===== src/rtl/ddms_ram.sv =====
// Generic RAM: one write port, two read ports, registered read data.
// No dependencies.
`default_nettype none

module ddms_ram #(
  parameter int WIDTH = 32,
  parameter int DEPTH = 64
) (
  input  wire logic                     clk,
  input  wire logic                     we,
  input  wire logic [$clog2(DEPTH)-1:0] waddr,
  input  wire logic [WIDTH-1:0]         wdata,
  input  wire logic [$clog2(DEPTH)-1:0] raddr_a,
  input  wire logic [$clog2(DEPTH)-1:0] raddr_b,
  output logic      [WIDTH-1:0]         rdata_a,
  output logic      [WIDTH-1:0]         rdata_b
);

  logic [WIDTH-1:0] mem [DEPTH];

  // Write and read, read data registered
  always_ff @(posedge clk) begin
    if (we) begin
      mem[waddr] <= wdata;
    end
    rdata_a <= mem[raddr_a];
    rdata_b <= mem[raddr_b];
  end

endmodule

`default_nettype wire


===== config.mk =====
export PLATFORM = sky130hd
export DESIGN_NAME = ddms_ram
export DESIGN_NICKNAME = d
export VERILOG_FILES = /design/src/rtl/ddms_ram.sv
export SDC_FILE = /design/constraint.sdc
export NUM_CORES = 2
export LEC_CHECK = 0
export BUFFER_PORTS_ARGS = -buffer_cell sky130_fd_sc_hd__clkbuf_2
export CAP_MARGIN = 15
export CORE_UTILIZATION = 25
export CTS_CLUSTER_SIZE = 12
export DETAILED_ROUTE_END_ITERATION = 16
export GPL_ROUTABILITY_DRIVEN = 0
export PLACE_DENSITY = 0.4
export SETUP_SLACK_MARGIN = 0.5
export SKIP_LAST_GASP = 1
export SLEW_MARGIN = 20
export SYNTH_ARGS = -nofsm -noshare
export SYNTH_HDL_FRONTEND = slang
export SYNTH_SLANG_ARGS = --single-unit
export TNS_END_PERCENT = 1

===== constraint.sdc =====
create_clock -name clk -period 3.8 [get_ports clk]
set_input_delay 0.38 -clock clk [delete_from_list [all_inputs] [get_ports clk]]
set_output_delay 0.38 -clock clk [all_outputs]
set_load 0.005 [all_outputs]

* Yosys cells after proc, flatten, opt, wreduce, memory -nomap -nowiden *
Memories as Yosys holds them, arrays and structs flattened. A register that Yosys moved wholly into a read port is not among the register bits.
Cells that the tools add are included.

storage, ports and cells
  logic and storage cells = 3
  memories = 1
  memory bits (writable) = 2048
  bits in registers = 0
  output and inout bits = 64
  input bits = 52

memories
  memory  words  bits a word  rd ports  clocked after Yosys merged registers in  write ports  line  RTL
  mem     64     32           2         2                                        1            19    logic [WIDTH-1:0] mem [DEPTH];

cells by class
  muxes and demuxes = 2

operators with widths
  operator  number
  $mux W1   2

* Longest topological paths before layout *
  depth after elaboration = 2
  gate-level depth with buffers = 10
  gate-level depth less buffers = 5

* Worst setup path before layout *
OpenSTA, ideal clock, no wires.

  path kind = input to register
  start point = in waddr[3]
  end point = mem mem[48][0], enable pin
  required time = 3339 ps
  stages on the path = 4
  setup slack = 229 ps
  path buffers = 1
  setup time = 461 ps
  arrival = 3110 ps
  cell sequence = clkbuf_1 > nor2b_1 > nand4b_1 > nor3_1

RTL lines
  element      line  RTL
  from (decl)  11    input wire logic [$clog2(DEPTH)-1:0] waddr,
  to (decl)    19

No word-level cell before the write port.

==> summary.md <==
| Metric | Value |
|---|---|
| Status | completed |
| Synth Area in Simple Gates | 1.13% |
| I/O pin total | approximately 120 |
| Worst EP arrival | 3.75 ns |
| Synth cell types | 38 |
| Period utilization | 76.2% |
| Net switching power | 0.0126 W |
| Combinational family with the most area after synthesis | multiplexers |
| Fmax | 345 MHz |
| Area leader, netlist | edfxtp_1 |
| Total Die Area | 385000 µm² |
| Compound-Gate Fraction of Synth Area | 2.39% |
| Critical path cell sequence | dlygate4sd3_1 -> buf_4 -> buf_4 -> nor2b_1 -> buf_4 -> a221oi_1 -> o32a_1 |
| First-pass GRT wire length | 494000 µm |
| Yosys warns | 0 |
| Total number of vias | between 50000 and 60000 |
| Adder and majority cell fraction of the synthesized area | 0% |
| Total Routed Length | 366000 µm |
| Register area share after synthesis | around two thirds |
| Critical path's top delay family | buffers and inverters |
| Largest stage delay, worst path | 0.95 ns |
| Die Span X | ~620 µm |
| Starting Density | 25.2% |
| PortBufs | roughly 120 |
| Synthesized area | ~96000 µm² |
| Antenna violations before repair | 32 |
| Worst slew pin tran | approximately 1.1 ns |
| Worst skew pair latency | between 0.9 and 1 ns |
| Post-Syn Instances | 4412 |
| RSZ-0062 raised after global routing | false |
| Top-area cell type share of the netlist area | 64.3% |
| Pin count of the biggest net entering global routing | 66 |
| Commonest non-fill, non-tap cell in the layout | edfxtp_1 |
| Synthesized area per cell | 21.7 µm² |
| Combinational fraction of design power | 8.6% |
| Final setup violation count | 0 |
| CTS root buffer | clkbuf_16 |
| Commonest non-fill, non-tap cells in the layout | edfxtp_1, mux4_2, buf_4 |
| Worst Hold Depth | 1 |
| Filler cell count | roughly 37000 |
| Worst slew margin | between 20% and 30% |
| Yosys reg bits | 2112 |
| LEAKAGE | roughly 35 nW |
| Switch share | 23.6% |
| CTS buffer count | 236 |
| Post-CTS setup buffers | 0 |
| Synth Area in XOR/XNOR | 0% |
| Power per cell area | between 400 and 500 nW/µm² |
| Layout cell share with drive strength beyond 1 | a little over two fifths |
| GRT Residual Overflow | 0 |
| Int Power | just over 0.04 W |
| Peak fanout along the critical path | 18 |
| Syn Nets | 4464 |
| Clock sink count | ~2100 |
| Slowest stage cell, crit path | a221oi_1 |
| Slew Viols, Final | 0 |
| Nets | 4888 |
| Vias in the first global route | 54000 |
| P&R area growth vs syn | 19.0% |
| Critical Path RT | 4.65 ns |
| WL per Instance | roughly 36 µm |
| Crit path kind | input port to flip-flop |
| ANT nets after route | 0 |
| Synth top area cells | edfxtp_1, mux4_2, mux2i_1 |
| Critical Path Stages | 7 |
| Core Footprint | between 300000 and 400000 µm² |
| Routed vias/inst | between 5 and 6 |
| Mux cell area share after synthesis | 29.0% |
| Drt pass-1 iters | 7 |
| Clk pwr share | 42.6% |
| VDD IR max | 341 µV |
| Skew final | roughly 0.043 ns |
| Placed cells | 9608 |
| CP Launch Type | input port |
| DR DRC count | 0 |
| Clk slew on worst S/H paths | 0.06 ns |
| Fin. Hold Viols | 0 |
| Power share of the sequential group | 48.8% |
| R2R depth | 4 |
| Max Cap Violations | 0 |
| Die height | just over 600 µm |
| Final Non-Filler Cells | approximately 10000 |
| Post-layout min period | 2.90 ns |
| Worst Hold Class | input port to flip-flop |
| Final HPWL DP | 225000 µm |
| Crit path buf inv count | 4 |
| CP endpoint kind | flip-flop |
| Clock buffer depth | 4 |
| H-tree levels | 4 |
| Hold_ws | approximately 0.053 ns |
| Core Rows | around 230 |
| Drt initial violations | 5667 |
| Most used cell, CP | buf_4 |
| CTS tree | built |
| GRT Overall Usage | 18.9% |
-- flip-flops by register name, summed over array words and instances (netlist names) --
| name | cells |
|---|---|
| rdata_a | 32 |
| mem | 2048 |
| rdata_b | 32 |
-- layer usage --
layer	up-vias	global-route usage (%)	part of all wire, %
li1	20400	-	-
met1	29200	25.3	42
met2	1779	31.9	49
met3	396	2.94	5.8
met4	6	4.53	2.5
met5	-	0	0.0093
-- power groups by stage --
| stage | clock, W | sequential (W) | combinational (W) |
|---|---|---|---|
| after floorplan | 0 | 0.0264 | 0.00247 |
| after global placement | 0 | 0.0265 | 0.00465 |
| after detailed placement | 0 | 0.0265 | 0.00466 |
| after CTS | 0.0232 | 0.0260 | 0.00467 |
| after global routing | 0.0240 | 0.0260 | 0.00485 |
| final | 0.0227 | 0.0260 | 0.00460 |
-- timing repair --
action,in CTS,in global routing
hold buffers,5,0
setup endpoints to repair,0,0
endpoints found under the hold margin,36,0
resized for setup,0,0
-- path summary, 6_finish.rpt --
kind / startpoint / to / slack, ns
worst max-delay path: raddr_a[5] / rdata_a[7] / 0.90
worst min-delay path: wdata[12] / mem[12][12] / 0.05
worst max register to register: mem[57][10] / rdata_a[10] / 1.47
worst min register to register: mem[62][21] / rdata_b[21] / 0.91
-- synthesized netlist by cell type --
library cell  number
buf_6             11
o32a_1             9
or3b_2             2
o211a_1            1
a22oi_1           85
o21ai_1           31
a211oi_1          15
nor2b_1           19
a21boi_1           1
a21oi_1           58
o21ai_0           18
and2_1             6
nand4b_1           1
mux4_2          1124
nand3b_1           6
mux2i_1          204
o41ai_1            1
buf_2            121
nand2_1           93
edfxtp_1        2048
nor3_1             3
nand2b_1           8
mux2_2            36
dfxtp_1           64
o211ai_1          27
or2_2              3
clkbuf_1         135
nand4_1            2
o22ai_1           56
buf_4             55
inv_2              1
nor2_1            94
or3_1              2
o221ai_1          16
a221oi_1          13
nand3_1            9
buf_1             25
a32oi_1            9
-- cell families (layout without fill, tap and decap cells) --
family                 Yosys count  after routing
muxes                         1364           1364
AOI/OAI and AO/OA              340            340
DFF                           2112           2112
other                            0             15
buffers and inverters          348            966
and+or+nand+nor                248            248
-- area by class of cell --
| type | count | area (µm²) | share of cell area [%] |
|---|---|---|---|
| inverters | 1 | 3.75 | 0.00330 |
| clock inverters | 100 | 916 | 0.804 |
| clock buffers | 332 | 6570 | 5.77 |
| flip-flops and latches | 2112 | 62800 | 55.1 |
| well taps | 5016 | 6280 | 5.51 |
| diodes | 15 | 37.5 | 0.0330 |
| multi-input cells | 1952 | 31700 | 27.8 |
| repair buffers | 533 | 5600 | 4.91 |
-- through the flow --
stage / power [W] / worst slack (ns) / setup TNS (ns) / area, µm² / utilization [%]
2_1_floorplan: 0.0288 / 0.235 / 0 / 95700 / -
3_5_place_dp: 0.0312 / 0.234 / 0 / 106000 / 28.0
3_3_place_gp: 0.0312 / -0.253 / -0.256 / 106000 / 28.0
6_report: 0.0533 / 0.904 / 0 / 114000 / 30.0
4_1_cts: 0.0540 / 1.13 / 0 / 114000 / 30.0
5_1_grt: 0.0549 / 1.04 / 0 / 114000 / 30.0
No activity file was read; power rests on OpenSTA's default activity.
