### config.mk
export PLATFORM = sky130hd
export DESIGN_NAME = ddms_job_fifo
export DESIGN_NICKNAME = d
export VERILOG_FILES = /design/src/rtl/ddms_pkg.sv /design/src/rtl/ddms_job_fifo.sv
export SDC_FILE = /design/constraint.sdc
export NUM_CORES = 1
export LEC_CHECK = 0
export BUFFER_PORTS_ARGS = -buffer_cell sky130_fd_sc_hd__buf_4
export CAP_MARGIN = 20
export CORE_AREA = 2 2 60 62
export CTS_BUF_LIST = sky130_fd_sc_hd__clkbuf_2 sky130_fd_sc_hd__clkbuf_4 sky130_fd_sc_hd__clkbuf_8
export CTS_CLUSTER_SIZE = 25
export DETAILED_ROUTE_END_ITERATION = 10
export DIE_AREA = 0 0 62 64
export SKIP_CTS_REPAIR_TIMING = 1
export SKIP_LAST_GASP = 1
export SYNTH_ARGS = -nofsm -noshare
export SYNTH_HDL_FRONTEND = slang
export SYNTH_SLANG_ARGS = --single-unit
### constraint.sdc
create_clock -name clk -period 1.6 [get_ports clk]
set_input_delay 0.08 -clock clk [delete_from_list [all_inputs] [get_ports clk]]
set_output_delay 0.08 -clock clk [all_outputs]
set_load 0.02 [all_outputs]
### src/rtl/ddms_pkg.sv
// Shared types, constants and helpers for the duplicate detector.
// No dependencies; every other file of the block but ddms_out_if and ddms_ram uses this package.
`default_nettype none

package ddms_pkg;

  // Store capacity and derived widths
  localparam int MAX_ELEMENTS = 64;
  localparam int VALUE_W      = 32;
  localparam int ADDR_W       = $clog2(MAX_ELEMENTS);
  localparam int CNT_W        = $clog2(MAX_ELEMENTS + 1);
  localparam int JOB_DEPTH    = 2;

  // One finished set, handed from the loader to the sorter
  typedef struct packed {
    logic [CNT_W-1:0] count;
    logic             overflow;
  } job_t;

  // Write request from the loader into the first bank
  typedef struct packed {
    logic               we;
    logic [ADDR_W-1:0]  addr;
    logic [VALUE_W-1:0] data;
  } load_req_t;

  // Memory request from the sorter into both banks
  typedef struct packed {
    logic               we;
    logic               wbank;
    logic [ADDR_W-1:0]  waddr;
    logic [VALUE_W-1:0] wdata;
    logic               rbank;
    logic [ADDR_W-1:0]  raddr_a;
    logic [ADDR_W-1:0]  raddr_b;
  } mem_req_t;

  typedef enum logic [2:0] {
    BK_IDLE,
    BK_MERGE_RD,
    BK_MERGE_CMP,
    BK_SCAN_RD,
    BK_SCAN_CMP,
    BK_EMIT
  } back_state_t;

  // Bias the sign bit so that signed order becomes unsigned order
  function automatic logic [VALUE_W-1:0] order_key(input logic [VALUE_W-1:0] v);
    return v ^ {1'b1, {(VALUE_W-1){1'b0}}};
  endfunction

endpackage

`default_nettype wire

### src/rtl/ddms_job_fifo.sv
// Short queue of finished sets between loader and sorter.
// Uses ddms_pkg for the entry type and depth.
`default_nettype none

module ddms_job_fifo (
  input  wire logic      clk,
  input  wire logic      rst,
  input  wire logic      push,
  input  wire ddms_pkg::job_t job_in,
  output logic           full,
  input  wire logic      pop,
  output ddms_pkg::job_t job_out,
  output logic           job_valid
);
  import ddms_pkg::*;

  localparam int PTR_W = (JOB_DEPTH > 1) ? $clog2(JOB_DEPTH) : 1;
  localparam int FILL_W = $clog2(JOB_DEPTH + 1);

  job_t              entries [JOB_DEPTH];
  logic [PTR_W-1:0]  wr_ptr;
  logic [PTR_W-1:0]  rd_ptr;
  logic [FILL_W-1:0] fill;
  logic              do_push;
  logic              do_pop;

  assign full      = fill == FILL_W'(JOB_DEPTH);
  assign job_valid = fill != '0;
  assign job_out   = entries[rd_ptr];
  assign do_push   = push && !full;
  assign do_pop    = pop && job_valid;

  // Store the entry
  always_ff @(posedge clk) begin
    if (do_push) begin
      entries[wr_ptr] <= job_in;
    end
  end

  // Advance pointers and fill level
  always_ff @(posedge clk) begin
    if (rst) begin
      wr_ptr <= '0;
      rd_ptr <= '0;
      fill   <= '0;
    end else begin
      if (do_push) begin
        wr_ptr <= (wr_ptr == PTR_W'(JOB_DEPTH - 1)) ? '0 : wr_ptr + PTR_W'(1);
      end
      if (do_pop) begin
        rd_ptr <= (rd_ptr == PTR_W'(JOB_DEPTH - 1)) ? '0 : rd_ptr + PTR_W'(1);
      end
      if (do_push && !do_pop) begin
        fill <= fill + FILL_W'(1);
      end else if (do_pop && !do_push) begin
        fill <= fill - FILL_W'(1);
      end
    end
  end

endmodule

`default_nettype wire

# Yosys cells after proc, flatten, opt, wreduce, memory -nomap -nowiden
# Memory sizes are Yosys's and may differ from the RTL's. A register that Yosys moved wholly into a read port is not among the register bits.
# Cells that the tools add are included.
# classes
addsub,4
eq_ne,1
n_mux,8
reduce_logical,9
# ops
operator,count
$mux 1,6
$logic_and 1x1->1,4
$mux 2,2
$reduce_bool 2->1,2
$logic_not 1->1,3
$add 1x1->1 const B,2
$add 2x1->2 const B,1
$eq 2x2->1 const B,1
$sub 2x1->2 const B,1
# totals
reg_bits,4
mem_bits_rw,16
out_inout_bits,10
wordCells,26
mem_count,1
# memory_table
name,words,word_bits,read_ports,rd_ports_with_merged_regs,write_ports,line_no,text
entries,2,8,1,1,1,ddms_job_fifo.sv:20,job_t entries [JOB_DEPTH];

# Logic depth before layout (Yosys ltp)
# depth
ltp_word,7
ltp_mapped,6
mapped_depth_nobuf,6

# Least setup slack after synthesis
# No wires, ideal clock.
# synth_timing
path_type,flip-flop to flip-flop
from,reg fill[1]
to,reg fill[1]
setup_time_ns,0.070
arrival_ns,1.507
t_required_ns,1.530
setup_slack_ns,0.023
path_stages_with_launch,6
n_path_buf,0
period_less_slack_ns,1.577
cell_sequence,dfxtp_1 -> nor2b_2 -> nor2_1 -> ha_1 -> or3_1 -> a21oi_1
# synth_between
elab_chain_len,6
word_cells_on_any_way,14
cone_classes,add/sub (2); eq/ne (1); mux (2); reduce/logical (9)
# synth_lines
item,line_no,text
from (decl),ddms_job_fifo.sv:23,logic [FILL_W-1:0] fill;
from (signal assigned),ddms_job_fifo.sv:54,fill <= fill + FILL_W'(1);
from (signal assigned),ddms_job_fifo.sv:56,fill <= fill - FILL_W'(1);
$eq 2x2->1 *,ddms_job_fifo.sv:27,assign full = fill == FILL_W'(JOB_DEPTH);
net full,ddms_job_fifo.sv:10,"output logic full,"
$logic_not 1->1 *,ddms_job_fifo.sv:30,assign do_push = push && !full;
$logic_and 1x1->1 *,ddms_job_fifo.sv:30,
$logic_not 1->1,ddms_job_fifo.sv:55,end else if (do_pop && !do_push) begin
$logic_and 1x1->1,ddms_job_fifo.sv:55,
$reduce_bool 2->1 (no source line),-,
# Mark *: on every way through the listed nets, which the timed path passes. The rest lies on a longest branch. The select of a mux whose other input is x is not followed.
# A chain may end at the register's enable or synchronous reset.

# Final worst setup path
# layout_timing
from,reg fill[1]
to,reg fill[1]
# layout_between
elab_chain_len,6
word_cells_on_any_way,14
cone_classes,add/sub (2); eq/ne (1); mux (2); reduce/logical (9)
# layout_lines
item,line_no
$eq 2x2->1,ddms_job_fifo.sv:27
$logic_not 1->1,ddms_job_fifo.sv:30
$logic_and 1x1->1,ddms_job_fifo.sv:30
$logic_not 1->1,ddms_job_fifo.sv:55
$logic_and 1x1->1,ddms_job_fifo.sv:55
$reduce_bool 2->1 (no source line),-
# Parallel ways exist; a longest one is shown, timed or not. The select of a mux whose other input is x is not followed.

==> results.md <==
- Nets: 99
- Highest routed layer: met4
- Synth Area in XOR/XNOR: 0.0330
- Post-Layout Cell Count: 131
- Pre-CTS WS: 0.0172 ns
- Worst-path clk slew: 0.11 ns
- Drt wl/cell: 10.9 um
- Sequential cell area fraction in the yosys report: 0.730
- F_max: 664 MHz
- Largest net degree at the start of global routing: 12
- Port Buf Inserts: 21
- CTS buffer count: 3
- Layout cells sized above 1: 0.471
- Sequential Power Share: 0.460
- Filler cells: 336
- Chip width: 62 um
- Critical path's top delay family: simple AND/OR/NAND/NOR gates
- Mux cell area share after synthesis: 0.113
- Slew Viols, Final: 0
- Clk_lat worst skew: 0.29 ns
- Tot Pwr: 1.69 mW
- Switching Fraction: 0.316
- Clock buffer depth: 2
- First-pass GRT wire length: 2.06 mm
- Critical Path, Cell by Cell: nor2b_4 -> nor2_1 -> ha_1 -> or3_1 -> a21oi_2
- CP Data Arrival Time: 1.73 ns
- Via/cell ratio: 3.86
- Max transition margin: 0.730
- Largest family of logic cells by synthesized area: multiplexers
- RD Place Congestion: 0.669
- Initial core utilization: 0.242
- Sink Count: 21
- Synth Area in Simple Gates: 0.0613
- Synth Area in Adders: 0.0157
- Buf+Inv Stages, Crit Path: 0
- Setup ws final: 0.0948 ns
- Setup Skew: 0.00427 ns
- Fin. Hold Viols: 0
- Core area: 3280 sq um
- Vias in the first global route: 459
- Internal power: 1.15 mW
- Post-DP HPWL: 1.03 mm
- Drt first pass iters: 2
- Post-Synthesis Cells: 50
- Count of maximum capacitance violations: 0
- Ports: 22
- Area growth from synthesis to layout: 44.8%
- CTS tree: done
- Total track usage: 0.0743
- Yosys warns: 0
- Compound-cell area share of the yosys netlist: 0.0314
- Critical Path Start Type: flop
- Vias: 506
- DR WL met3: 126 um
- Die Footprint: 3970 sq um
- Commonest non-fill, non-tap cell in the layout: buf_4
- Maximum VDD drop: 481 uV
- Status: complete, no violations
- Min-delay worst type: input pin to flop
- FF+latch count, synth: 21
- H-tree depth: 1
- CTS Root Cell: clkbuf_4
- Clk pwr share: 0.152
- CP Class: flop to flop
- Critical path endpoint category: flop
- Mapped cell area: 796 sq um
- Worst Path Max Fanout: 5
- CP peak stage delay: 0.39 ns
- Ant. Diodes: 0
- # setup viols final: 0
- Num rows: 21
- Combinational share of power: 0.389
- WP data required: 1.83 ns
- Total power per unit cell area: 1470 nW/um^2
- Mean post-synth cell area: 15.9 sq um
- WL met1: 561 um
- Total grt overflow: 0
- Switch Pwr: 0.534 mW
- Yosys cell types: 14
- RSZ-0062 raised after global routing: no
- Commonest non-fill, non-tap cells in the layout: 23 x buf_4, 16 x edfxtp_1, 9 x dlygate4sd3_1
- DRC violations left: 0
- Crit-path slowest cell: or3_1
- Cell count after placement: 116
- Synthesized Nets: 63
- Initial DRC count: 2
- Final wirelength: 1.42 mm
- Initial antenna violation count: 0
- Crit path time final: 1.51 ns
- WL met2: 715 um
- Die height: 64 um
- Slew @ Worst Pin: 0.405 ns
- Fin crit share: 0.941
- Setup TNS: 0 ns
- P_leak: 0.452 nW
- Routed Antenna Nets: 0
-- worst reg2reg max path, stage by stage, from the launching register on --
cell     delay, ns
dfxtp_2       0.37
nor2b_4       0.18
nor2_1        0.07
ha_1          0.30
or3_1         0.39
a21oi_2       0.13
-- metrics by stage --
step | utilization | instance area, sq um | hold WS [ns]
2_1_floorplan | - | 796 | 0.149
3_3_place_gp | 0.306 | 1010 | 0.266
3_5_place_dp | 0.306 | 1010 | 0.269
4_1_cts | 0.315 | 1040 | -0.0439
5_1_grt | 0.351 | 1150 | 0.197
6_report | 0.351 | 1150 | 0.176
-- cell usage after synthesis, drive strengths merged --
cell type  number  area, sq um
or2             1         6.26
nor2b           1         8.76
xor2            3         26.3
edfxtp         16          480
nor2            4         15.0
ha              1         12.5
buf             1         5.00
or3             2         12.5
o21ai           3         15.0
inv             2         7.51
and2            1         6.26
mux2            8         90.1
dfxtp           5          100
a21oi           2         10.0
-- registers in the layout (all words and copies together), names as in the netlist, named ones only --
| signal | count |
|---|---|
| fill | 2 |
| wr_ptr | 1 |
| rd_ptr | 1 |
| entries | 16 |
-- power by group through the flow --
stage | combinational [mW] | sequential, mW | clock (mW)
final | 0.656 | 0.776 | 0.256
after global routing | 0.718 | 0.793 | 0.296
after CTS | 0.584 | 0.772 | 0.271
after detailed placement | 0.581 | 0.783 | 0
after global placement | 0.568 | 0.774 | 0
after floorplan | 0.402 | 0.741 | 0
-- layer usage --
| metal | GRT usage | vias up |
|---|---|---|
| li1 | - | 250 |
| met1 | 0.0748 | 238 |
| met5 | 0 | - |
| met2 | 0.120 | 16 |
| met4 | 0.0479 | 0 |
| met3 | 0.0324 | 2 |
-- final cells by class --
cell class	instances	area, sq um	area share
Tap cell	46	57.6	0.0499
Inverter	2	7.51	0.00651
Sequential cell	21	583	0.506
Multi-Input combinational cell	26	211	0.183
Clock buffer	4	30.0	0.0261
Timing Repair Buffer	32	263	0.228
-- worst paths after layout --
| path | start | end | slack [ns] | depth (start not counted) |
|---|---|---|---|---|
| max | fill[1] | fill[1] | 0.09 | 5 |
| min | push | wr_ptr | 0.18 | 4 |
| max reg2reg | fill[1] | fill[1] | 0.09 | 5 |
| min reg2reg | wr_ptr | wr_ptr | 0.50 | 2 |
-- kinds of logic after synthesis --
logic type	count (synthesis)
xor gates and xnor gates	3
buffers and inverters	3
and+or+nand+nor	9
DFF	21
AOI/OAI and AO/OA	5
muxes	8
adders and majority gates	1
(Power assumes the default switching activity.)
