$ cat src/rtl/ddms_pkg.sv
// Shared types, constants and helpers for the duplicate detector.
// No dependencies; every other file of the block but ddms_out_if and ddms_ram uses this package.
`default_nettype none

package ddms_pkg;

  // Store capacity and derived widths
  localparam int MAX_ELEMENTS = 64;
  localparam int VALUE_W      = 32;
  localparam int ADDR_W       = $clog2(MAX_ELEMENTS);
  localparam int CNT_W        = $clog2(MAX_ELEMENTS + 1);
  localparam int JOB_DEPTH    = 2;

  // One finished set, handed from the loader to the sorter
  typedef struct packed {
    logic [CNT_W-1:0] count;
    logic             overflow;
  } job_t;

  // Write request from the loader into the first bank
  typedef struct packed {
    logic               we;
    logic [ADDR_W-1:0]  addr;
    logic [VALUE_W-1:0] data;
  } load_req_t;

  // Memory request from the sorter into both banks
  typedef struct packed {
    logic               we;
    logic               wbank;
    logic [ADDR_W-1:0]  waddr;
    logic [VALUE_W-1:0] wdata;
    logic               rbank;
    logic [ADDR_W-1:0]  raddr_a;
    logic [ADDR_W-1:0]  raddr_b;
  } mem_req_t;

  typedef enum logic [2:0] {
    BK_IDLE,
    BK_MERGE_RD,
    BK_MERGE_CMP,
    BK_SCAN_RD,
    BK_SCAN_CMP,
    BK_EMIT
  } back_state_t;

  // Bias the sign bit so that signed order becomes unsigned order
  function automatic logic [VALUE_W-1:0] order_key(input logic [VALUE_W-1:0] v);
    return v ^ {1'b1, {(VALUE_W-1){1'b0}}};
  endfunction

endpackage

`default_nettype wire

$ cat src/rtl/ddms_out_if.sv
// Result channel: one request per finished set.
// No dependencies.
`default_nettype none

interface ddms_out_if;
  logic valid;
  logic ready;
  logic has_duplicate;
  logic overflow;

  modport source (output valid, output has_duplicate, output overflow, input ready);
  modport sink   (input valid, input has_duplicate, input overflow, output ready);
endinterface

`default_nettype wire

$ cat src/rtl/ddms_back.sv
// Sorter: bottom-up merge sort between two banks, then an adjacent-equal
// scan, then the result register. Uses ddms_pkg.
`default_nettype none

module ddms_back (
  input  wire logic                   clk,
  input  wire logic                   rst,
  input  wire logic                   job_valid,
  input  wire ddms_pkg::job_t         job,
  output logic                        job_pop,
  output ddms_pkg::mem_req_t          mem_req,
  input  wire logic [ddms_pkg::VALUE_W-1:0] rdata_a,
  input  wire logic [ddms_pkg::VALUE_W-1:0] rdata_b,
  output logic                        store_release,
  ddms_out_if.source                  results
);
  import ddms_pkg::*;

  back_state_t      state;
  back_state_t      state_next;
  logic [CNT_W-1:0] n;
  logic [CNT_W-1:0] w;
  logic [CNT_W-1:0] a;
  logic [CNT_W-1:0] b;
  logic [CNT_W-1:0] mid;
  logic [CNT_W-1:0] hi;
  logic [CNT_W-1:0] k;
  logic             src;
  logic             dup;
  logic             ovf;

  logic             take_a;
  logic [CNT_W-1:0] k_inc;
  logic             pass_done;
  logic             run_done;
  logic [CNT_W:0]   w_dbl;
  logic             sorted;
  logic             scan_hit;
  logic             scan_end;
  logic             out_free;

  // Clamp a run bound to the set size
  function automatic logic [CNT_W-1:0] clamp_to(input logic [CNT_W:0]   sum,
                                                input logic [CNT_W-1:0] lim);
    if (sum > {1'b0, lim}) begin
      return lim;
    end
    return sum[CNT_W-1:0];
  endfunction

  // Merge and scan decisions
  assign take_a    = (a < mid) &&
                     ((b >= hi) || (order_key(rdata_a) <= order_key(rdata_b)));
  assign k_inc     = k + CNT_W'(1);
  assign pass_done = k_inc == n;
  assign run_done  = k_inc == hi;
  assign w_dbl     = {w, 1'b0};
  assign sorted    = w_dbl >= {1'b0, n};
  assign scan_hit  = rdata_a == rdata_b;
  assign scan_end  = (b + CNT_W'(1)) == n;
  assign out_free  = !results.valid || results.ready;

  // Next state
  always_comb begin
    state_next = state;
    unique case (state)
      BK_IDLE: begin
        if (job_valid) begin
          state_next = (job.count > CNT_W'(1)) ? BK_MERGE_RD : BK_EMIT;
        end
      end
      BK_MERGE_RD: begin
        state_next = BK_MERGE_CMP;
      end
      BK_MERGE_CMP: begin
        state_next = (pass_done && sorted) ? BK_SCAN_RD : BK_MERGE_RD;
      end
      BK_SCAN_RD: begin
        state_next = BK_SCAN_CMP;
      end
      BK_SCAN_CMP: begin
        state_next = (scan_hit || scan_end) ? BK_EMIT : BK_SCAN_RD;
      end
      BK_EMIT: begin
        if (out_free) begin
          state_next = BK_IDLE;
        end
      end
      default: begin
        state_next = BK_IDLE;
      end
    endcase
  end

  // Outputs per state
  always_comb begin
    mem_req.we      = state == BK_MERGE_CMP;
    mem_req.wbank   = ~src;
    mem_req.waddr   = k[ADDR_W-1:0];
    mem_req.wdata   = take_a ? rdata_a : rdata_b;
    mem_req.rbank   = src;
    mem_req.raddr_a = a[ADDR_W-1:0];
    mem_req.raddr_b = b[ADDR_W-1:0];
    job_pop         = (state == BK_IDLE) && job_valid;
    store_release   = (state == BK_EMIT) && out_free;
  end

  always_ff @(posedge clk) begin
    if (rst) begin
      state <= BK_IDLE;
    end else begin
      state <= state_next;
    end
  end

  // Sort and scan datapath
  always_ff @(posedge clk) begin
    unique case (state)
      BK_IDLE: begin
        if (job_valid) begin
          n   <= job.count;
          ovf <= job.overflow;
          w   <= CNT_W'(1);
          src <= 1'b0;
          dup <= 1'b0;
          a   <= '0;
          k   <= '0;
          mid <= clamp_to((CNT_W+1)'(1), job.count);
          b   <= clamp_to((CNT_W+1)'(1), job.count);
          hi  <= clamp_to((CNT_W+1)'(2), job.count);
        end
      end
      BK_MERGE_CMP: begin
        if (pass_done) begin
          src <= ~src;
          a   <= '0;
          k   <= '0;
          if (sorted) begin
            b <= CNT_W'(1);
          end else begin
            w   <= w_dbl[CNT_W-1:0];
            mid <= clamp_to({1'b0, w_dbl[CNT_W-1:0]}, n);
            b   <= clamp_to({1'b0, w_dbl[CNT_W-1:0]}, n);
            hi  <= clamp_to({w_dbl[CNT_W-1:0], 1'b0}, n);
          end
        end else if (run_done) begin
          k   <= k_inc;
          a   <= hi;
          mid <= clamp_to({1'b0, hi} + {1'b0, w}, n);
          b   <= clamp_to({1'b0, hi} + {1'b0, w}, n);
          hi  <= clamp_to({1'b0, hi} + w_dbl, n);
        end else begin
          k <= k_inc;
          if (take_a) begin
            a <= a + CNT_W'(1);
          end else begin
            b <= b + CNT_W'(1);
          end
        end
      end
      BK_SCAN_CMP: begin
        if (scan_hit) begin
          dup <= 1'b1;
        end else if (!scan_end) begin
          a <= b;
          b <= b + CNT_W'(1);
        end
      end
      default: begin
      end
    endcase
  end

  // Result register
  always_ff @(posedge clk) begin
    if (rst) begin
      results.valid <= 1'b0;
    end else if (store_release) begin
      results.valid <= 1'b1;
    end else if (results.ready) begin
      results.valid <= 1'b0;
    end
  end

  always_ff @(posedge clk) begin
    if (store_release) begin
      results.has_duplicate <= dup;
      results.overflow      <= ovf;
    end
  end

endmodule

`default_nettype wire

$ cat src/flat_wrapper.sv
// flat-port wrapper written by rule: the top's interface ports become plain ports
module ddms_back_flat import ddms_pkg::*;
  (clk, rst, job_valid, job, job_pop, mem_req, rdata_a, rdata_b, store_release, results_valid, results_has_duplicate, results_overflow, results_ready);
  ddms_out_if results_i ();
  input  wire logic clk;
  input  wire logic rst;
  input  wire logic job_valid;
  input  wire ddms_pkg::job_t job;
  output logic job_pop;
  output ddms_pkg::mem_req_t mem_req;
  input  wire logic [ddms_pkg::VALUE_W-1:0] rdata_a;
  input  wire logic [ddms_pkg::VALUE_W-1:0] rdata_b;
  output logic store_release;
  output wire logic [$bits(results_i.valid)-1:0] results_valid;
  output wire logic [$bits(results_i.has_duplicate)-1:0] results_has_duplicate;
  output wire logic [$bits(results_i.overflow)-1:0] results_overflow;
  input wire logic [$bits(results_i.ready)-1:0] results_ready;
  assign results_valid = results_i.valid;
  assign results_has_duplicate = results_i.has_duplicate;
  assign results_overflow = results_i.overflow;
  assign results_i.ready = results_ready;
  ddms_back u_core (.clk(clk), .rst(rst), .job_valid(job_valid), .job(job), .job_pop(job_pop), .mem_req(mem_req), .rdata_a(rdata_a), .rdata_b(rdata_b), .store_release(store_release), .results(results_i));
endmodule
$ cat config.mk
export PLATFORM = sky130hd
export DESIGN_NAME = ddms_back_flat
export DESIGN_NICKNAME = d
export VERILOG_FILES = /design/src/rtl/ddms_pkg.sv /design/src/rtl/ddms_out_if.sv /design/src/rtl/ddms_back.sv /design/src/flat_wrapper.sv
export SDC_FILE = /design/constraint.sdc
export NUM_CORES = 1
export LEC_CHECK = 0
export BUFFER_PORTS_ARGS = -buffer_cell sky130_fd_sc_hd__buf_2
export CAP_MARGIN = 10
export CORE_UTILIZATION = 25
export CTS_CLUSTER_DIAMETER = 200
export DETAILED_ROUTE_END_ITERATION = 10
export GPL_ROUTABILITY_DRIVEN = 0
export HOLD_SLACK_MARGIN = 0.05
export PLACE_DENSITY_LB_ADDON = 0.1
export SLEW_MARGIN = 20
export SYNTH_ARGS = -nofsm -noshare
export SYNTH_HDL_FRONTEND = slang
export SYNTH_SLANG_ARGS = --single-unit
$ cat constraint.sdc
create_clock -name clk -period 3.97 [get_ports clk]
set_input_delay 0.397 -clock clk [delete_from_list [all_inputs] [get_ports clk]]
set_output_delay 0.397 -clock clk [all_outputs]
set_load 0.03 [all_outputs]
* After elaboration in Yosys (flattened, before gate mapping) *
Index checks and enable logic that the tools add are counted.

storage, ports and cells
  register bits after elaboration = 58
  bits of input ports = 76
  output and inout port bits = 58
  word-level logic and storage cells = 153

operators by class
  add/subtract/negate cells = 5
  $lt $le $gt $ge = 11
  eq/ne operators = 20
  mux-type cells = 78
  bitwise gates (word level) = 3
  reductions and logical operators = 22

operators by type and width
  cell                   number
  $mux W7                36
  $pmux W7 S2            4
  $pmux W7 S3            2
  $eq A32 B32 Y1         1
  $le A32 B32 Y1         1
  $mux W32               1
  $mux W1                27
  $gt A8 B7 Y1           3
  $add A7 B1 Y7 const B  3
  $eq A7 B7 Y1           3
  $pmux W3 S6            1
  $mux W3                4
  $reduce_and A5 Y1      2
  $add A7 B7 Y8          1
  $add A7 B8 Y8          1
  $ge A8 B7 Y1           1
  $ne A2 B2 Y1 const B   4
  $reduce_and A4 Y1      2
  $ge A7 B7 Y1           1
  $gt A1 B7 Y1 const A   1
  $gt A2 B7 Y1 const A   1
  $gt A7 B1 Y1 const B   1
  $gt A7 B7 Y1           1
  $lt A7 B7 Y1           1
  19 further kinds       36

* Longest topological paths before layout *
  depth in word-level cells = 10
  mapped depth = 14
  gate-level depth less buffers = 14

* Least setup slack after synthesis *
OpenSTA, ideal clock, no wires.

  path kind = register -> register
  start point = register u_core.w[0]
  end point = register u_core.b[0] (data pin)
  setup time = 0.259 ns
  arrival = 3.304 ns
  path slack = 0.407 ns
  stages on the path, launching flop included = 15
  period minus slack after synthesis = 3.563 ns
  cells stage by stage = edfxtp_1 ha_1 fa_1 a21oi_1 o211ai_1 a21oi_1 xnor2_1 ha_1 nand3_1 nand2b_1 a21oi_1 a311oi_4 mux2i_1 mux2i_1 a211o_1

on the way
  cells in the longest elaborated chain, start to end = 10
  elaborated cells between the ends (all ways) = 18

ends and longest elaborated chain
  element                 RTL line          source
  from (decl)             ddms_back.sv:22   logic [CNT_W-1:0] w;
  from (signal assigned)  ddms_back.sv:141  w <= w_dbl[CNT_W-1:0];
  $add A7 B7 Y8           ddms_back.sv:150  b <= clamp_to({1'b0, hi} + {1'b0, w}, n);
  $gt A8 B7 Y1            ddms_back.sv:45   if (sum > {1'b0, lim}) begin
  $mux W1                 ddms_back.sv:45
  $mux W1                 ddms_back.sv:146  end else if (run_done) begin
  $mux W1                 ddms_back.sv:134  if (pass_done) begin
  $mux W1                 ddms_back.sv:118  unique case (state)
  $mux W7                 ddms_back.sv:48   return sum[CNT_W-1:0];
  $mux W7                 ddms_back.sv:146
  $mux W7 (*)             ddms_back.sv:134
  $pmux W7 S3 (*)         ddms_back.sv:118
  to (signal assigned)    ddms_back.sv:129  b <= clamp_to((CNT_W+1)'(1), job.count);
  to (signal assigned)    ddms_back.sv:143  b <= clamp_to({1'b0, w_dbl[CNT_W-1:0]}, n);
  to (signal assigned)    ddms_back.sv:150
  to (decl)               ddms_back.sv:24   logic [CNT_W-1:0] b;

Every way passes the cells marked *; elsewhere a longest branch is shown, timed or not. The select of a mux whose other input is x is not followed.
A chain may end at the register's enable or synchronous reset.

* Worst setup path after layout *
  start point = register u_core.hi[0]
  end point = register u_core.b[0] (data pin)

on the way
  cells in the longest elaborated chain, start to end = 10
  elaborated cells between the ends (all ways) = 11

ends and longest elaborated chain
  element                 RTL line          source
  from (decl)             ddms_back.sv:26   logic [CNT_W-1:0] hi;
  from (signal assigned)  ddms_back.sv:130  hi <= clamp_to((CNT_W+1)'(2), job.count);
  from (signal assigned)  ddms_back.sv:144  hi <= clamp_to({w_dbl[CNT_W-1:0], 1'b0}, n);
  from (signal assigned)  ddms_back.sv:151  hi <= clamp_to({1'b0, hi} + w_dbl, n);
  $add A7 B7 Y8           ddms_back.sv:150
  $gt A8 B7 Y1            ddms_back.sv:45
  $mux W1                 ddms_back.sv:45
  $mux W1                 ddms_back.sv:146
  $mux W1                 ddms_back.sv:134
  $mux W1                 ddms_back.sv:118
  $mux W7                 ddms_back.sv:48
  $mux W7 (*)             ddms_back.sv:146
  $mux W7 (*)             ddms_back.sv:134
  $pmux W7 S3 (*)         ddms_back.sv:118

Marks and branches as above.

==> flow_summary.ini <==
[run_status]
outcome = complete, no violations

[drt]
dr.pass1.iters = 4
drc = 0
antenna_left = 0
wirelength_mm = 21.6
avgViaCountPerCell = 4.95
drt_iter0_drc = 368
num_vias = 5665
wl_per_cell_microns = 18.9

[clock_tree]
cts_sinks = 58
clockRootBuffer = clkbuf_16
hold_buffers = 0
cts_tree = yes
htreeDepth = 3
clkSlewWorstSetupHoldPaths_ns = 0.05
cts_made_buffers = 9
worstSkewPairLatency_ns = 0.34
clockBufferDepth = 2

[synth]
synth_cell_type_count = 71
ys_warn_count = 0
ys_seq_area_share_pct = 26.9
synth_edf_count = 54
synthFlopType = edfxtp_1
async_flop_share_pct = 0
ys_ff_latch = 58
syn_nets = 847
synth_cells = 683
synth_area_per_cell_sq_um = 9.26
syn-cell-area_sq_mm = 0.00632

[floorplan]
die-area_sq_mm = 0.0259
fp.coreArea_sq_mm = 0.0245
die_y_microns = 161
io_pins = 134
std_cell_rows = 57
fp.dieW_microns = 161
start_util_pct = 25.8

[timing]
relSlewSlack_pct = 61.8
period_needed_ns = 3.71
rsz0062_at_grt = false
timing.fmax_mhz = 270
finalCritPeriodShare_pct = 93.4
fin_skew_ns = 0.00882
setup_viol = 0
worst_pin_slew_ns = 0.559
hold_viol = 0
finalMaxSlewViolations = 0
setup_tns_ns = 0

[power_and_ir_drop]
vdd_drop_max_mv = 0.223
p_sw_share_pct = 40.0
p_comb_share_pct = 47.3
power.switching_uw = 1220
clock_power_share_pct = 25.3
p_leak_uw = 0.00357
internal_power_uw = 1820
power_frac_seq_pct = 27.5
power_uw = 3040
powerDensity_mw_per_mm2 = 395

[setup_path]
critPathArrivalTime_ns = 3.80
cp_max_fo = 6
required_ns = 4.06
end_kind = register
crit_type = reg2reg
startpoint_type = register

[grt]
antenna_found_initial = 0
grt-ovfl-total = 0
grt_pass1_vias = 5659
grt_start_max_net_pins = 23
grt_pass1_wl_mm = 33.0
globalRouteTotalUtil_pct = 16.7

[cells_and_area]
fin_nets = 981
drive_gt1_share_pct = 28.0
fill_cells = 2626
area_delta_synth_final_pct = 21.6
diodes = 0

[flow_run]
maxCapViolCount = 0

[placed_design]
placement.io_buffers = 133
dp_hpwl_mm = 17.4

[min_path]
min_path_type = in2reg
-- cells in the mapped netlist, drive strengths merged (4+ instances only) --
library cell  number  area share (%)
a211oi            11             1.3
a21o               9             1.1
a21oi             51             4.0
and2               6            0.63
and3              11             1.2
buf               29             3.4
clkbuf             8            0.47
dfxtp              4             1.3
edfxtp            54              26
ha                86              17
inv               70             4.2
mux2              35             6.2
mux2i             19             3.0
nand2             37             2.3
nand2b             6            0.59
nand3             24             2.0
nand4             18             1.8
nor2              45             2.7
nor2b              9            0.89
nor3               8            0.63
nor4               4            0.49
o211ai             7            0.91
o21ai             28             2.2
o22ai              6            0.59
xnor2             28             3.9
xnor3              6             2.1
xor2               8             1.2
-- layout by cell type, fill, tap and decap left out, types with 11 or more instances in the layout --
| cell | n |
|---|---|
| nand3_1 | 22 |
| nand2_1 | 36 |
| xnor2_1 | 28 |
| nand4_1 | 18 |
| edfxtp_1 | 54 |
| o21ai_0 | 25 |
| mux2_2 | 35 |
| inv_1 | 70 |
| ha_1 | 86 |
| nor2_1 | 45 |
| buf_4 | 24 |
| a21oi_1 | 50 |
| buf_2 | 133 |
| a211oi_1 | 11 |
| mux2i_1 | 18 |
-- cell type report --
type / instances / area (sq um) / share of cell area, %
clock buffers: 11 / 233 / 3.03
clock inverters: 4 / 43.8 / 0.570
inverters: 71 / 267 / 3.47
repair buffers: 160 / 897 / 11.7
multi-input cells: 517 / 4140 / 53.9
flip-flops and latches: 58 / 1700 / 22.1
well taps: 324 / 405 / 5.27
-- cells by family after synthesis --
kind of cell / Yosys count / synth area share, %
XOR/XNOR: 42 / 7.24
multiplexers: 54 / 9.24
AND/OR/NAND/NOR: 179 / 14.6
adder cells (fa/ha/maj): 88 / 17.6
flip-flops: 58 / 26.9
buffers and inverters: 108 / 8.07
AO/OA/AOI/OAI: 154 / 16.3
-- path summary, 6_finish.rpt --
| check | slack (ns) | from | cells past startpoint | end |
|---|---|---|---|---|
| hold reg to reg | 0.45 | u_core.ovf | 0 | u_core.results.overflow |
| hold / removal | 0.23 | job[0] | 1 | u_core.ovf |
| setup reg to reg | 0.26 | u_core.hi[0] | 15 | u_core.b[0] |
| setup / recovery | 0.26 | u_core.hi[0] | 15 | u_core.b[0] |
-- layer usage --
| metal | vias to the layer above | wire (microns) | GRT usage, % |
|---|---|---|---|
| met5 | - | 0 | 0 |
| met4 | 0 | 310 | 4.37 |
| met3 | 28 | 1080 | 3.16 |
| met2 | 151 | 10200 | 27.8 |
| met1 | 2721 | 9950 | 22.1 |
| li1 | 2765 | - | - |
-- flip-flops by register name, summed over array words and instances (netlist names), 3 cells and up --
register and cells:
u_core.b 7, u_core.w 7, u_core.n 7, u_core.hi 7
u_core.a 7, u_core.k 7, u_core.mid 7, u_core.state 3
-- critical path, stage by stage (launching register included) --
cell	delay, ns
edfxtp_1	0.39
ha_1	0.26
fa_1	0.43
a21oi_2	0.19
o211ai_1	0.12
a21oi_1	0.19
xnor2_1	0.19
ha_1	0.30
nand3_1	0.11
nand2b_1	0.11
a21oi_1	0.08
a311oi_4	0.28
buf_6	0.18
mux2i_2	0.24
mux2i_1	0.10
a211o_1	0.30
-- through the flow --
step	hold slack [ns]	instance area [sq um]	util, %	std cells	worst slack [ns]
floorplan	0.400	6320	-	683	0.407
global placement	0.448	7380	30.1	1128	0.320
detailed placement	0.444	7380	30.1	1128	0.210
CTS	0.222	7660	31.2	1143	0.188
global route	0.222	7690	31.3	1145	0.000682
finish	0.230	7690	31.3	1145	0.264
-- power groups by stage --
stage / clock network [uW] / registers, uW / logic [uW]
after CTS: 784 / 837 / 1430
after detailed placement: 0 / 850 / 1420
after floorplan: 0 / 805 / 1030
after global routing: 799 / 845 / 1570
final: 768 / 835 / 1440
after global placement: 0 / 851 / 1410
-- timing repair --
action,CTS,global route
buffers inserted,0,2
endpoints found under the setup margin,0,9
gates resized for setup,0,5
(Power assumes the default switching activity.)
